==> src/rtl/tpsd_pkg.sv <==
// Shared definitions for the TGA pixel stream decoder.
// Holds register indexes, supported depths and the result record type.
// No dependencies.
package tpsd_pkg;

    // Configuration port widths.
    localparam int CFG_IDX_W  = 8;
    localparam int CFG_DATA_W = 16;

    // Register indexes on the configuration port.
    localparam logic [CFG_IDX_W-1:0] REG_RLE_MODE = 8'd0;
    localparam logic [CFG_IDX_W-1:0] REG_BPP      = 8'd1;
    localparam logic [CFG_IDX_W-1:0] REG_WIDTH    = 8'd2;
    localparam logic [CFG_IDX_W-1:0] REG_HEIGHT   = 8'd3;
    localparam logic [CFG_IDX_W-1:0] REG_COUNT    = 8'd4;

    // Pixel depths.
    localparam logic [5:0] BPP_16    = 6'd16;
    localparam logic [5:0] BPP_24    = 6'd24;
    localparam logic [5:0] BPP_32    = 6'd32;
    localparam logic [5:0] BPP_RESET = BPP_24;

    // One decoded result.
    typedef struct packed {
        logic [7:0] red;
        logic [7:0] green;
        logic [7:0] blue;
        logic [7:0] alpha;
        logic [7:0] repeat_count;
        logic       last_pixel;
        logic       format_error;
    } result_t;

endpackage

==> src/rtl/tga_pixel_stream_decoder_core.sv <==
// TGA pixel stream decoder core: one data byte per cycle while the byte channel is not
// stalled, 0 or 1 result per byte. A result is registered when its last byte is taken.
// A two-entry output (register plus skid) absorbs pixel channel stalls.
// After a register write the byte channel stalls while the pixel count
// is reloaded from the 16x16 width-times-height product.
// Reset (rst_n, asynchronous, active low): raw 24-bit 1x1 image, header phase, no result.
module tga_pixel_stream_decoder_core (
    input  logic                              clk,
    input  logic                              rst_n,
    // Byte channel
    input  logic                              byte_valid,
    output logic                              byte_stall,
    input  logic [7:0]                        data_byte,
    // Pixel channel
    output logic                              pixel_valid,
    input  logic                              pixel_stall,
    output logic [7:0]                        red,
    output logic [7:0]                        green,
    output logic [7:0]                        blue,
    output logic [7:0]                        alpha,
    output logic [7:0]                        repeat_count,
    output logic                              last_pixel,
    output logic                              format_error,
    // Configuration write channel
    input  logic                              cfg_valid,
    output logic                              cfg_ready,
    input  logic [tpsd_pkg::CFG_IDX_W-1:0]    cfg_index,
    input  logic [tpsd_pkg::CFG_DATA_W-1:0]   cfg_data
);
    import tpsd_pkg::*;

    typedef enum logic [1:0] {
        PHASE_HEADER,
        PHASE_LITERAL,
        PHASE_RUN
    } phase_t;

    // Configuration registers.
    logic        rle_mode_reg, rle_mode_next;
    logic [5:0]  bpp_reg, bpp_next;
    logic [15:0] width_reg, width_next;
    logic [15:0] height_reg, height_next;

    // Parser state.
    phase_t      phase_reg, phase_next;
    logic [7:0]  pkt_left_reg, pkt_left_next;
    logic [1:0]  bip_reg, bip_next;
    logic [23:0] held_reg, held_next;
    logic [31:0] img_left_reg, img_left_next;
    logic [31:0] total_reg;
    logic        reload_reg, reload_next;

    // Output register and skid entry.
    result_t     out_reg, out_next;
    result_t     skid_reg, skid_next;
    logic        out_valid_reg, out_valid_next;
    logic        skid_valid_reg, skid_valid_next;

    logic        byte_acc;
    logic        cfg_wr;
    logic        supported;
    logic [1:0]  last_bip;
    logic [31:0] total_prod;
    logic [31:0] total_comb;
    logic        produce;
    result_t     res;
    logic [7:0]  count;
    logic [7:0]  count_clip;
    logic [31:0] img_left_dec;
    logic        out_take;

    assign cfg_ready  = 1'b1;
    assign cfg_wr     = cfg_valid & cfg_ready;
    assign byte_stall = skid_valid_reg | reload_reg;
    assign byte_acc   = byte_valid & ~byte_stall;
    assign out_take   = out_valid_reg & ~pixel_stall;

    // Format check and bytes per pixel.
    assign supported = (bpp_reg == BPP_24) || (bpp_reg == BPP_32) ||
                       (!rle_mode_reg && (bpp_reg == BPP_16));

    always_comb
    begin
        case (bpp_reg)
            BPP_16:  last_bip = 2'd1;
            BPP_24:  last_bip = 2'd2;
            default: last_bip = 2'd3;
        endcase
    end

    // Image size; an empty image counts as one pixel.
    assign total_prod = {16'd0, width_reg} * {16'd0, height_reg};
    assign total_comb = (total_prod == 32'd0) ? 32'd1 : total_prod;

    // Per-byte decode and state update.
    always_comb
    begin
        rle_mode_next = rle_mode_reg;
        bpp_next      = bpp_reg;
        width_next    = width_reg;
        height_next   = height_reg;
        phase_next    = phase_reg;
        pkt_left_next = pkt_left_reg;
        bip_next      = bip_reg;
        held_next     = held_reg;
        img_left_next = img_left_reg;
        reload_next   = reload_reg;
        produce       = 1'b0;
        res           = '0;
        count         = 8'd1;
        count_clip    = 8'd1;
        img_left_dec  = img_left_reg;

        if (byte_acc) begin
            if (!supported) begin
                produce          = 1'b1;
                res.format_error = 1'b1;
            end else if (rle_mode_reg && (phase_reg != PHASE_LITERAL) &&
                         (phase_reg != PHASE_RUN)) begin
                // Packet header: both kinds carry the low seven bits plus one.
                phase_next    = data_byte[7] ? PHASE_RUN : PHASE_LITERAL;
                pkt_left_next = {1'b0, data_byte[6:0]} + 8'd1;
            end else if (bip_reg != last_bip) begin
                // Hold an early byte of the pixel.
                case (bip_reg)
                    2'd0:    held_next[7:0]   = data_byte;
                    2'd1:    held_next[15:8]  = data_byte;
                    2'd2:    held_next[23:16] = data_byte;
                    default: held_next        = held_reg;
                endcase
                bip_next = bip_reg + 2'd1;
            end else begin
                // Final byte: assemble the color.
                if (bpp_reg == BPP_16) begin
                    res.red   = {data_byte[6:2], 3'b000};
                    res.green = {data_byte[1:0], held_reg[7:5], 3'b000};
                    res.blue  = {held_reg[4:0], 3'b000};
                    res.alpha = 8'd0;
                end else if (bpp_reg == BPP_24) begin
                    res.red   = data_byte;
                    res.green = held_reg[15:8];
                    res.blue  = held_reg[7:0];
                    res.alpha = 8'd0;
                end else begin
                    res.red   = held_reg[23:16];
                    res.green = held_reg[15:8];
                    res.blue  = held_reg[7:0];
                    res.alpha = data_byte;
                end
                held_next = 24'd0;
                bip_next  = 2'd0;

                // Repeat count by packet kind.
                if (!rle_mode_reg) begin
                    count = 8'd1;
                end else if (phase_reg == PHASE_LITERAL) begin
                    count         = 8'd1;
                    pkt_left_next = pkt_left_reg - 8'd1;
                    if (pkt_left_reg == 8'd1) begin
                        phase_next = PHASE_HEADER;
                    end
                end else begin
                    count         = pkt_left_reg;
                    phase_next    = PHASE_HEADER;
                    pkt_left_next = 8'd0;
                end

                // Clip at the image end.
                if (img_left_reg < {24'd0, count}) begin
                    count_clip = img_left_reg[7:0];
                end else begin
                    count_clip = count;
                end
                img_left_dec      = img_left_reg - {24'd0, count_clip};
                img_left_next     = img_left_dec;
                produce           = 1'b1;
                res.repeat_count  = count_clip;
                res.last_pixel    = (img_left_dec == 32'd0);

                // Restart for the next image.
                if (img_left_dec == 32'd0) begin
                    phase_next    = PHASE_HEADER;
                    pkt_left_next = 8'd0;
                    bip_next      = 2'd0;
                    held_next     = 24'd0;
                    img_left_next = total_reg;
                end
            end
        end

        // Register writes restart the decoder; the reload flag then reloads the count.
        if (cfg_wr && (cfg_index < REG_COUNT)) begin
            case (cfg_index)
                REG_RLE_MODE: rle_mode_next = cfg_data[0];
                REG_BPP:      bpp_next      = cfg_data[5:0];
                REG_WIDTH:    width_next    = cfg_data;
                REG_HEIGHT:   height_next   = cfg_data;
                default:      rle_mode_next = rle_mode_reg;
            endcase
            phase_next    = PHASE_HEADER;
            pkt_left_next = 8'd0;
            bip_next      = 2'd0;
            held_next     = 24'd0;
            reload_next   = 1'b1;
        end else if (reload_reg) begin
            img_left_next = total_comb;
            reload_next   = 1'b0;
        end
    end

    // Output register with one skid entry.
    always_comb
    begin
        out_next        = out_reg;
        skid_next       = skid_reg;
        out_valid_next  = out_valid_reg;
        skid_valid_next = skid_valid_reg;

        if (skid_valid_reg) begin
            if (out_take) begin
                out_next        = skid_reg;
                skid_valid_next = 1'b0;
            end
        end else if (!out_valid_reg || out_take) begin
            out_next       = res;
            out_valid_next = produce;
        end else if (produce) begin
            skid_next       = res;
            skid_valid_next = 1'b1;
        end
    end

    // Control and parser state.
    always_ff @(posedge clk or negedge rst_n)
    begin
        if (!rst_n) begin
            rle_mode_reg   <= 1'b0;
            bpp_reg        <= BPP_RESET;
            width_reg      <= 16'd1;
            height_reg     <= 16'd1;
            phase_reg      <= PHASE_HEADER;
            pkt_left_reg   <= 8'd0;
            bip_reg        <= 2'd0;
            held_reg       <= 24'd0;
            img_left_reg   <= 32'd1;
            total_reg      <= 32'd1;
            reload_reg     <= 1'b0;
            out_valid_reg  <= 1'b0;
            skid_valid_reg <= 1'b0;
        end else begin
            rle_mode_reg   <= rle_mode_next;
            bpp_reg        <= bpp_next;
            width_reg      <= width_next;
            height_reg     <= height_next;
            phase_reg      <= phase_next;
            pkt_left_reg   <= pkt_left_next;
            bip_reg        <= bip_next;
            held_reg       <= held_next;
            img_left_reg   <= img_left_next;
            total_reg      <= total_comb;
            reload_reg     <= reload_next;
            out_valid_reg  <= out_valid_next;
            skid_valid_reg <= skid_valid_next;
        end
    end

    // Result payload.
    always_ff @(posedge clk)
    begin
        out_reg  <= out_next;
        skid_reg <= skid_next;
    end

    assign pixel_valid  = out_valid_reg;
    assign red          = out_reg.red;
    assign green        = out_reg.green;
    assign blue         = out_reg.blue;
    assign alpha        = out_reg.alpha;
    assign repeat_count = out_reg.repeat_count;
    assign last_pixel   = out_reg.last_pixel;
    assign format_error = out_reg.format_error;

endmodule
==> config.mk <==
export PLATFORM = sky130hd
export DESIGN_NAME = tga_pixel_stream_decoder_core
export DESIGN_NICKNAME = d
export VERILOG_FILES = /design/src/rtl/tpsd_pkg.sv /design/src/rtl/tga_pixel_stream_decoder_core.sv
export SDC_FILE = /design/constraint.sdc
export NUM_CORES = 1
export LEC_CHECK = 0
export BUFFER_PORTS_ARGS = -buffer_cell sky130_fd_sc_hd__buf_2
export CORE_MARGIN = 4
export CORE_UTILIZATION = 45
export CTS_CLUSTER_DIAMETER = 40
export CTS_CLUSTER_SIZE = 40
export DETAILED_ROUTE_END_ITERATION = 8
export GPL_TIMING_DRIVEN = 0
export PLACE_DENSITY = 0.62
export REMOVE_ABC_BUFFERS = 1
export SYNTH_ARGS = -nofsm -noshare
export SYNTH_HDL_FRONTEND = slang
export SYNTH_SLANG_ARGS = --single-unit
==> constraint.sdc <==
create_clock -name clk -period 14.6 [get_ports clk]
set_input_delay 0 -clock clk [delete_from_list [all_inputs] [get_ports clk]]
set_output_delay 0 -clock clk [all_outputs]
set_load 0.05 [all_outputs]
==> impl_metrics.toml, run 1 <==
[outcome]
status = "complete, no violations"

[die]
ios = 82
die_y_um = 215
core_area_um2 = 42200
die_area_um2 = 46300
die_width_um = 215
initial_core_util = 0.458
rows = 75

[routing]
drt_iter0_markers = 751
post-route-drc-count = 0
drt-total-wl_mm = 47.0
firstDrtPassIters = 5
viasPerCell = 5.55
ant_nets = 0
wl_per_cell_um = 18.1
vias = 14500

[worst_setup_path]
r2r_slack_ns = 6.57
critPathKind = "reg2reg"
worstReg2RegStart = "width_reg[10]"
cp.arrival_ns = 8.49
crit_path_end_kind = "flip-flop"
r2r_end = "img_left_reg[0]"
critPathMaxFanout = 17
crit_path_start_kind = "flip-flop"
required_ns = 15.06
ff2ff_path_depth = 19

[sta]
max_slew_margin = 0.182
rsz0062_at_grt = "false"
hold_violations = 0
maxSlewViolCount = 0
setup-tns-final_ns = 0
setup_viol = 0
period_needed_ns = 8.03
period_share = 0.550
hold_slack_ns = 0.0142
fmax_mhz = 125
worst_slew_pin_slew_ns = 1.20
finClkSkew_ns = 0.0264

[logic_synthesis]
synth_simple_gate_area_frac = 0.158
synth_edf_count = 84
avgSynthCellArea_um2 = 9.75
synthAdderAreaFrac = 0.283
yosys.area.top_type = "fa_1"
synthTopCellsByArea = "fa_1 20%, dfrtp_1 18%, edfxtp_1 13%"
ys_types = 76
synth_top_family_by_area = "adder cells"
ys_seq_area_frac = 0.315
synth_area_um2 = 19300
synth_xor_area_frac = 0.0240
muxShareOfSynthArea = 0.0327
yosysTopAreaCellShare = 0.202
synth_ff_type = "dfrtp_1"
synth_compound_area_frac = 0.118
ys_seq_elements = 226
yosys_warnings = 0
syn_inst = 1982
async_reset_ff_frac = 0.628

[power]
power_switching_w = 0.000999
p_seq_frac = 0.359
pwr-share-clk = 0.327
p_comb_frac = 0.314
p_int_w = 0.00160
leakage_nw = 10.5
p_sw_frac = 0.384
peakVddDrop_uv = 83.5
power_density_nw_per_um2 = 120

[job]
maxCapViolations = 0

[grt]
grt-busiest-layer = "met2"
antenna_found_initial = 0
first_global_vias = 15300
use_met2 = 0.356
grt_usage = 0.205
met1_usage = 0.262
grt_overflow = 0
grt_pass1_wl_mm = 78.5
grt_max_degree = 87
gr-usage-met3 = 0.0285

[cells_and_area]
multiInputGateArea_um2 = 11900
drive_above_1_share = 0.110
seqCellArea_um2 = 6080
largest_reg_flops = 42
nets = 2395
fillCellCount = 3842
areaGrowthSynthToFinish_pct = 12.4

[clock_tree]
root_buffer = "clkbuf_16"
cts.sinks = 226
clock_path_buffers = 3
htreeDepth = 2
cts_setup_buffers = 0
clkLatencyLatePin_ns = 0.54
cts_buffers = 35
cts_tree = "done"
clk_pin_slew_ns = 0.06

[placement]
place_congestion = 0.897
hpwl_mm = 34.3
placement.io_buffers = 80

[min_path]
hold_class = "in2async"
## layer usage
| layer | routed length, um | vias to the layer above |
|---|---|---|
| met5 | 0 | - |
| met4 | 1480 | 0 |
| met3 | 2070 | 98 |
| met2 | 23700 | 346 |
| met1 | 19700 | 7306 |
| li1 | - | 6712 |
## how the worst max path moves through the flow
stage	start	end	depth (start not counted)
after global routing	img_left_reg[10]	pkt_left_reg[3]	19
after global placement	img_left_reg[20]	pkt_left_reg[3]	18
after CTS	width_reg[11]	img_left_reg[0]	21
final	width_reg[10]	img_left_reg[0]	19
after detailed placement	width_reg[10]	img_left_reg[0]	21
after floorplan	width_reg[13]	img_left_reg[0]	22
## cells by family after synthesis
logic type / Yosys count
buf+inv: 351
xor+xnor: 53
compound gates: 355
simple gates: 619
fa+ha+maj: 320
flops: 226
other cells: 1
mux: 57
## Yosys cell counts, drive strengths merged, types with 7 or more instances
library cell	instances
dfrtp	136
and3	30
buf	10
a211oi	10
nand2b	10
a21o	60
nand2	263
o21a	11
xnor2	36
o211ai	9
mux2i	8
inv	254
nor2	68
clkbuf	87
nor4	13
o31ai	18
fa	195
o21ai	81
o21bai	7
or4	9
xor2	17
or3	9
or2	7
a21oi	99
edfxtp	84
nand3	30
mux2	49
and2	129
a31oi	13
nor3	24
ha	125
nand4	9
## cell type report
type	count	share of cell area
well taps	539	0.0311
flip-flops and latches	226	0.280
inverters	254	0.0439
multi-input cells	1405	0.549
clock buffers	42	0.0459
diodes	1	0.000115
repair buffers	116	0.0384
clock inverters	22	0.0109
## power groups by stage
stage	Combinational [W]	Clock, W	Sequential (W)
after floorplan	0.000412	0	0.00110
after global placement	0.000781	0	0.000946
after detailed placement	0.000807	0	0.000946
after CTS	0.000817	0.000868	0.000935
after global routing	0.000893	0.000897	0.000953
final	0.000817	0.000851	0.000935
## critical path: stages, from the launching register on
cell and delay (ns):
dfrtp_1 0.87, nand2_1 0.19, fa_1 0.56, fa_1 0.59, fa_1 0.46, fa_1 0.55, inv_1 0.05, fa_1 0.51
fa_1 0.43, ha_1 0.40, a21oi_1 0.26, o21ai_0 0.13, a41oi_1 0.43, o21ai_0 0.40, xor2_1 0.31, nor4_1 0.45
o211ai_1 0.14, or4_1 0.46, or4_1 0.61, o21ai_1 0.16
## through the flow
step	setup WS (ns)	util	instance area [um2]	total power, W	std cells
finish	6.57	0.514	21700	0.00260	2605
global route	6.12	0.514	21700	0.00274	2604
CTS	6.56	0.514	21700	0.00262	2604
detailed placement	6.60	0.478	20200	0.00175	2511
global placement	6.09	0.474	20000	0.00173	2504
floorplan	7.88	-	18900	0.00151	1885
## repair_timing
item	4_1_cts	5_1_grt
resized for setup	0	0
hold buffers	29	0
endpoints found under the hold margin	216	0
## layout by cell type (no fill, tap or decap), drive strengths merged, types with 7 or more instances in the layout
cell         count
a211oi          10
a21o            60
a21oi           99
a31oi           13
and2           129
and3            30
buf             87
clkbuf          42
clkinv          11
dfrtp          136
dlygate4sd3     29
edfxtp          84
fa             195
ha             125
inv            260
mux2            49
mux2i            8
nand2          263
nand2b          10
nand3           30
nand4            9
nor2            68
nor3            24
nor4            13
o211ai           9
o21a            11
o21ai           81
o21bai           7
o31ai           18
or2              7
or3              9
or4              9
xnor2           36
xor2            17
Power figures use the tool's default switching activity.
==> inputs of run 2 (changes only) <==
==> constraint.sdc (replaced) <==
create_clock -name clk -period 7.7 [get_ports clk]
set_input_delay 0 -clock clk [delete_from_list [all_inputs] [get_ports clk]]
set_output_delay 0 -clock clk [all_outputs]
set_load 0.05 [all_outputs]
==> impl_metrics.toml, run 2 (same netlist as run 1, synthesis figures left out) <==
[outcome]
status = "complete, no violations"

[die]
die_y_um = 215
initial_core_util = 0.458
ios = 82
die_width_um = 215
die_area_um2 = 46300
rows = 75
core_area_um2 = 42200

[grt]
grt_max_degree = 87
grt_overflow = 0
grt_pass1_wl_mm = 78.5
first_global_vias = 15300
antenna_found_initial = 0
grt_usage = 0.205

[job]
maxCapViolations = 0

[power]
peakVddDrop_uv = 157
power_density_nw_per_um2 = 227
leakage_nw = 10.5
power_w = 0.00496

[placement]
pre_cts_ws_ns = -0.303
place_congestion = 0.897
hpwl_mm = 34.3
dp.cells = 2511
placement.io_buffers = 80

[clock_tree]
cts.sinks = 226
clkLatencyLatePin_ns = 0.54
cts_tree = "done"
clk_pin_slew_ns = 0.06
clock_path_buffers = 3
htreeDepth = 2
cts_buffers = 35
root_buffer = "clkbuf_16"

[worst_setup_path]
crit_path_end_kind = "flip-flop"
critPathMaxFanout = 17
cp.arrival_ns = 7.92
critPathKind = "reg2reg"
crit_path_start_kind = "flip-flop"
required_ns = 8.16

[routing]
firstDrtPassIters = 5
viasPerCell = 5.57
vias = 14500
ant_nets = 0
wl_per_cell_um = 18.1
drt_iter0_markers = 832
post-route-drc-count = 0
drt-total-wl_mm = 47.2

[cells_and_area]
multiInputGateArea_um2 = 12000
n_antenna_cell = 0
largest_reg_flops = 42
final_cell_mix = "263 x nand2_1, 254 x inv_1, 195 x fa_1"
fillCellCount = 3825
areaGrowthSynthToFinish_pct = 12.9
final_common_cell = "nand2_1"
seqCellArea_um2 = 6120
stdcell_count = 2607
drive_above_1_share = 0.127
nets = 2398

[sta]
fin_ws_ns = 0.235
hold_violations = 0
max_slew_margin = 0.335
period_needed_ns = 7.47
finClkSkew_ns = 0.0242
period_share = 0.969
fmax_mhz = 134
worst_slew_pin_slew_ns = 0.991
setup_viol = 0
maxSlewViolCount = 0

[min_path]
hold_class = "in2async"
## run 2: changes by cell type in the layout (fill, tap and decap cells not counted), moves of 2 or more
cell	previous run	this run
a2111oi_1	2	0
dfrtp_2	1	17
a2111oi_2	0	3
dfrtp_4	0	5
buf_4	0	3
dfrtp_1	135	114
## run 2: layout make-up
class,instances,share of cell area
multi-input cells,1405,0.549
flip-flops and latches,226,0.281
clock buffers,42,0.0457
inverters,254,0.0437
repair buffers,119,0.0392
well taps,539,0.0309
clock inverters,22,0.0108
## run 2: worst max-delay path, cell delays in order, from the launching register on
cell	delay (ns)
dfrtp_2	0.59
and2_1	0.24
fa_1	0.53
inv_1	0.05
fa_1	0.48
fa_1	0.52
inv_1	0.05
fa_1	0.46
fa_1	0.52
inv_1	0.05
fa_1	0.50
inv_1	0.05
ha_2	0.40
nand3_1	0.14
a2111o_1	0.38
o211ai_1	0.20
a21o_1	0.21
a21oi_1	0.08
xnor2_1	0.24
or4_1	0.55
or4_1	0.43
or4_4	0.57
o21ai_1	0.14
## run 2: what timing repair did
item,in CTS,in global routing
endpoints found under the hold margin,216,0
hold buffers,29,0
gates resized for setup,10,28
pin swaps,0,1
setup buffers,0,3
endpoints found under the setup margin,8,32
## run 2: report_power, final
part	internal (W)	switching [W]	leakage, nW
Sequential	0.00155	0.000232	2.70
Combinational	0.000518	0.00105	7.18
Clock	0.000987	0.000624	0.592
## run 2: path summary, 6_finish.rpt
kind / slack [ns] / start / end / cells after the start
setup / recovery: 0.23 / width_reg[8] / img_left_reg[0] / 22
hold / removal: 0.02 / rst_n / total_reg[6] / 2
setup reg to reg: 0.23 / width_reg[8] / img_left_reg[0] / 22
hold reg to reg: 0.47 / held_reg[11] / held_reg[11] / 2
max in group asynchronous: 6.78 / rst_n / width_reg[11] / 3
min in group clk: 0.25 / cfg_data[8] / width_reg[8] / 3
## run 2: through the flow
step                utilization  cell area (um2)  hold WS, ns   TNS, ns
finish                    0.517            21800       0.0160         0
global route              0.517            21800       0.0775  -0.00292
CTS                       0.514            21700       0.0264         0
detailed placement        0.478            20200       0.0134    -0.798
global placement          0.474            20000        0.245    -21.13
floorplan                     -            18900       -0.296         0
## run 2: routing by layer
| layer | track usage | up-vias | part of all wire |
|---|---|---|---|
| li1 | - | 6715 | - |
| met1 | 0.262 | 7342 | 0.42 |
| met2 | 0.356 | 355 | 0.50 |
| met3 | 0.0285 | 104 | 0.045 |
| met4 | 0.0775 | 0 | 0.032 |
| met5 | 0 | - | 0 |
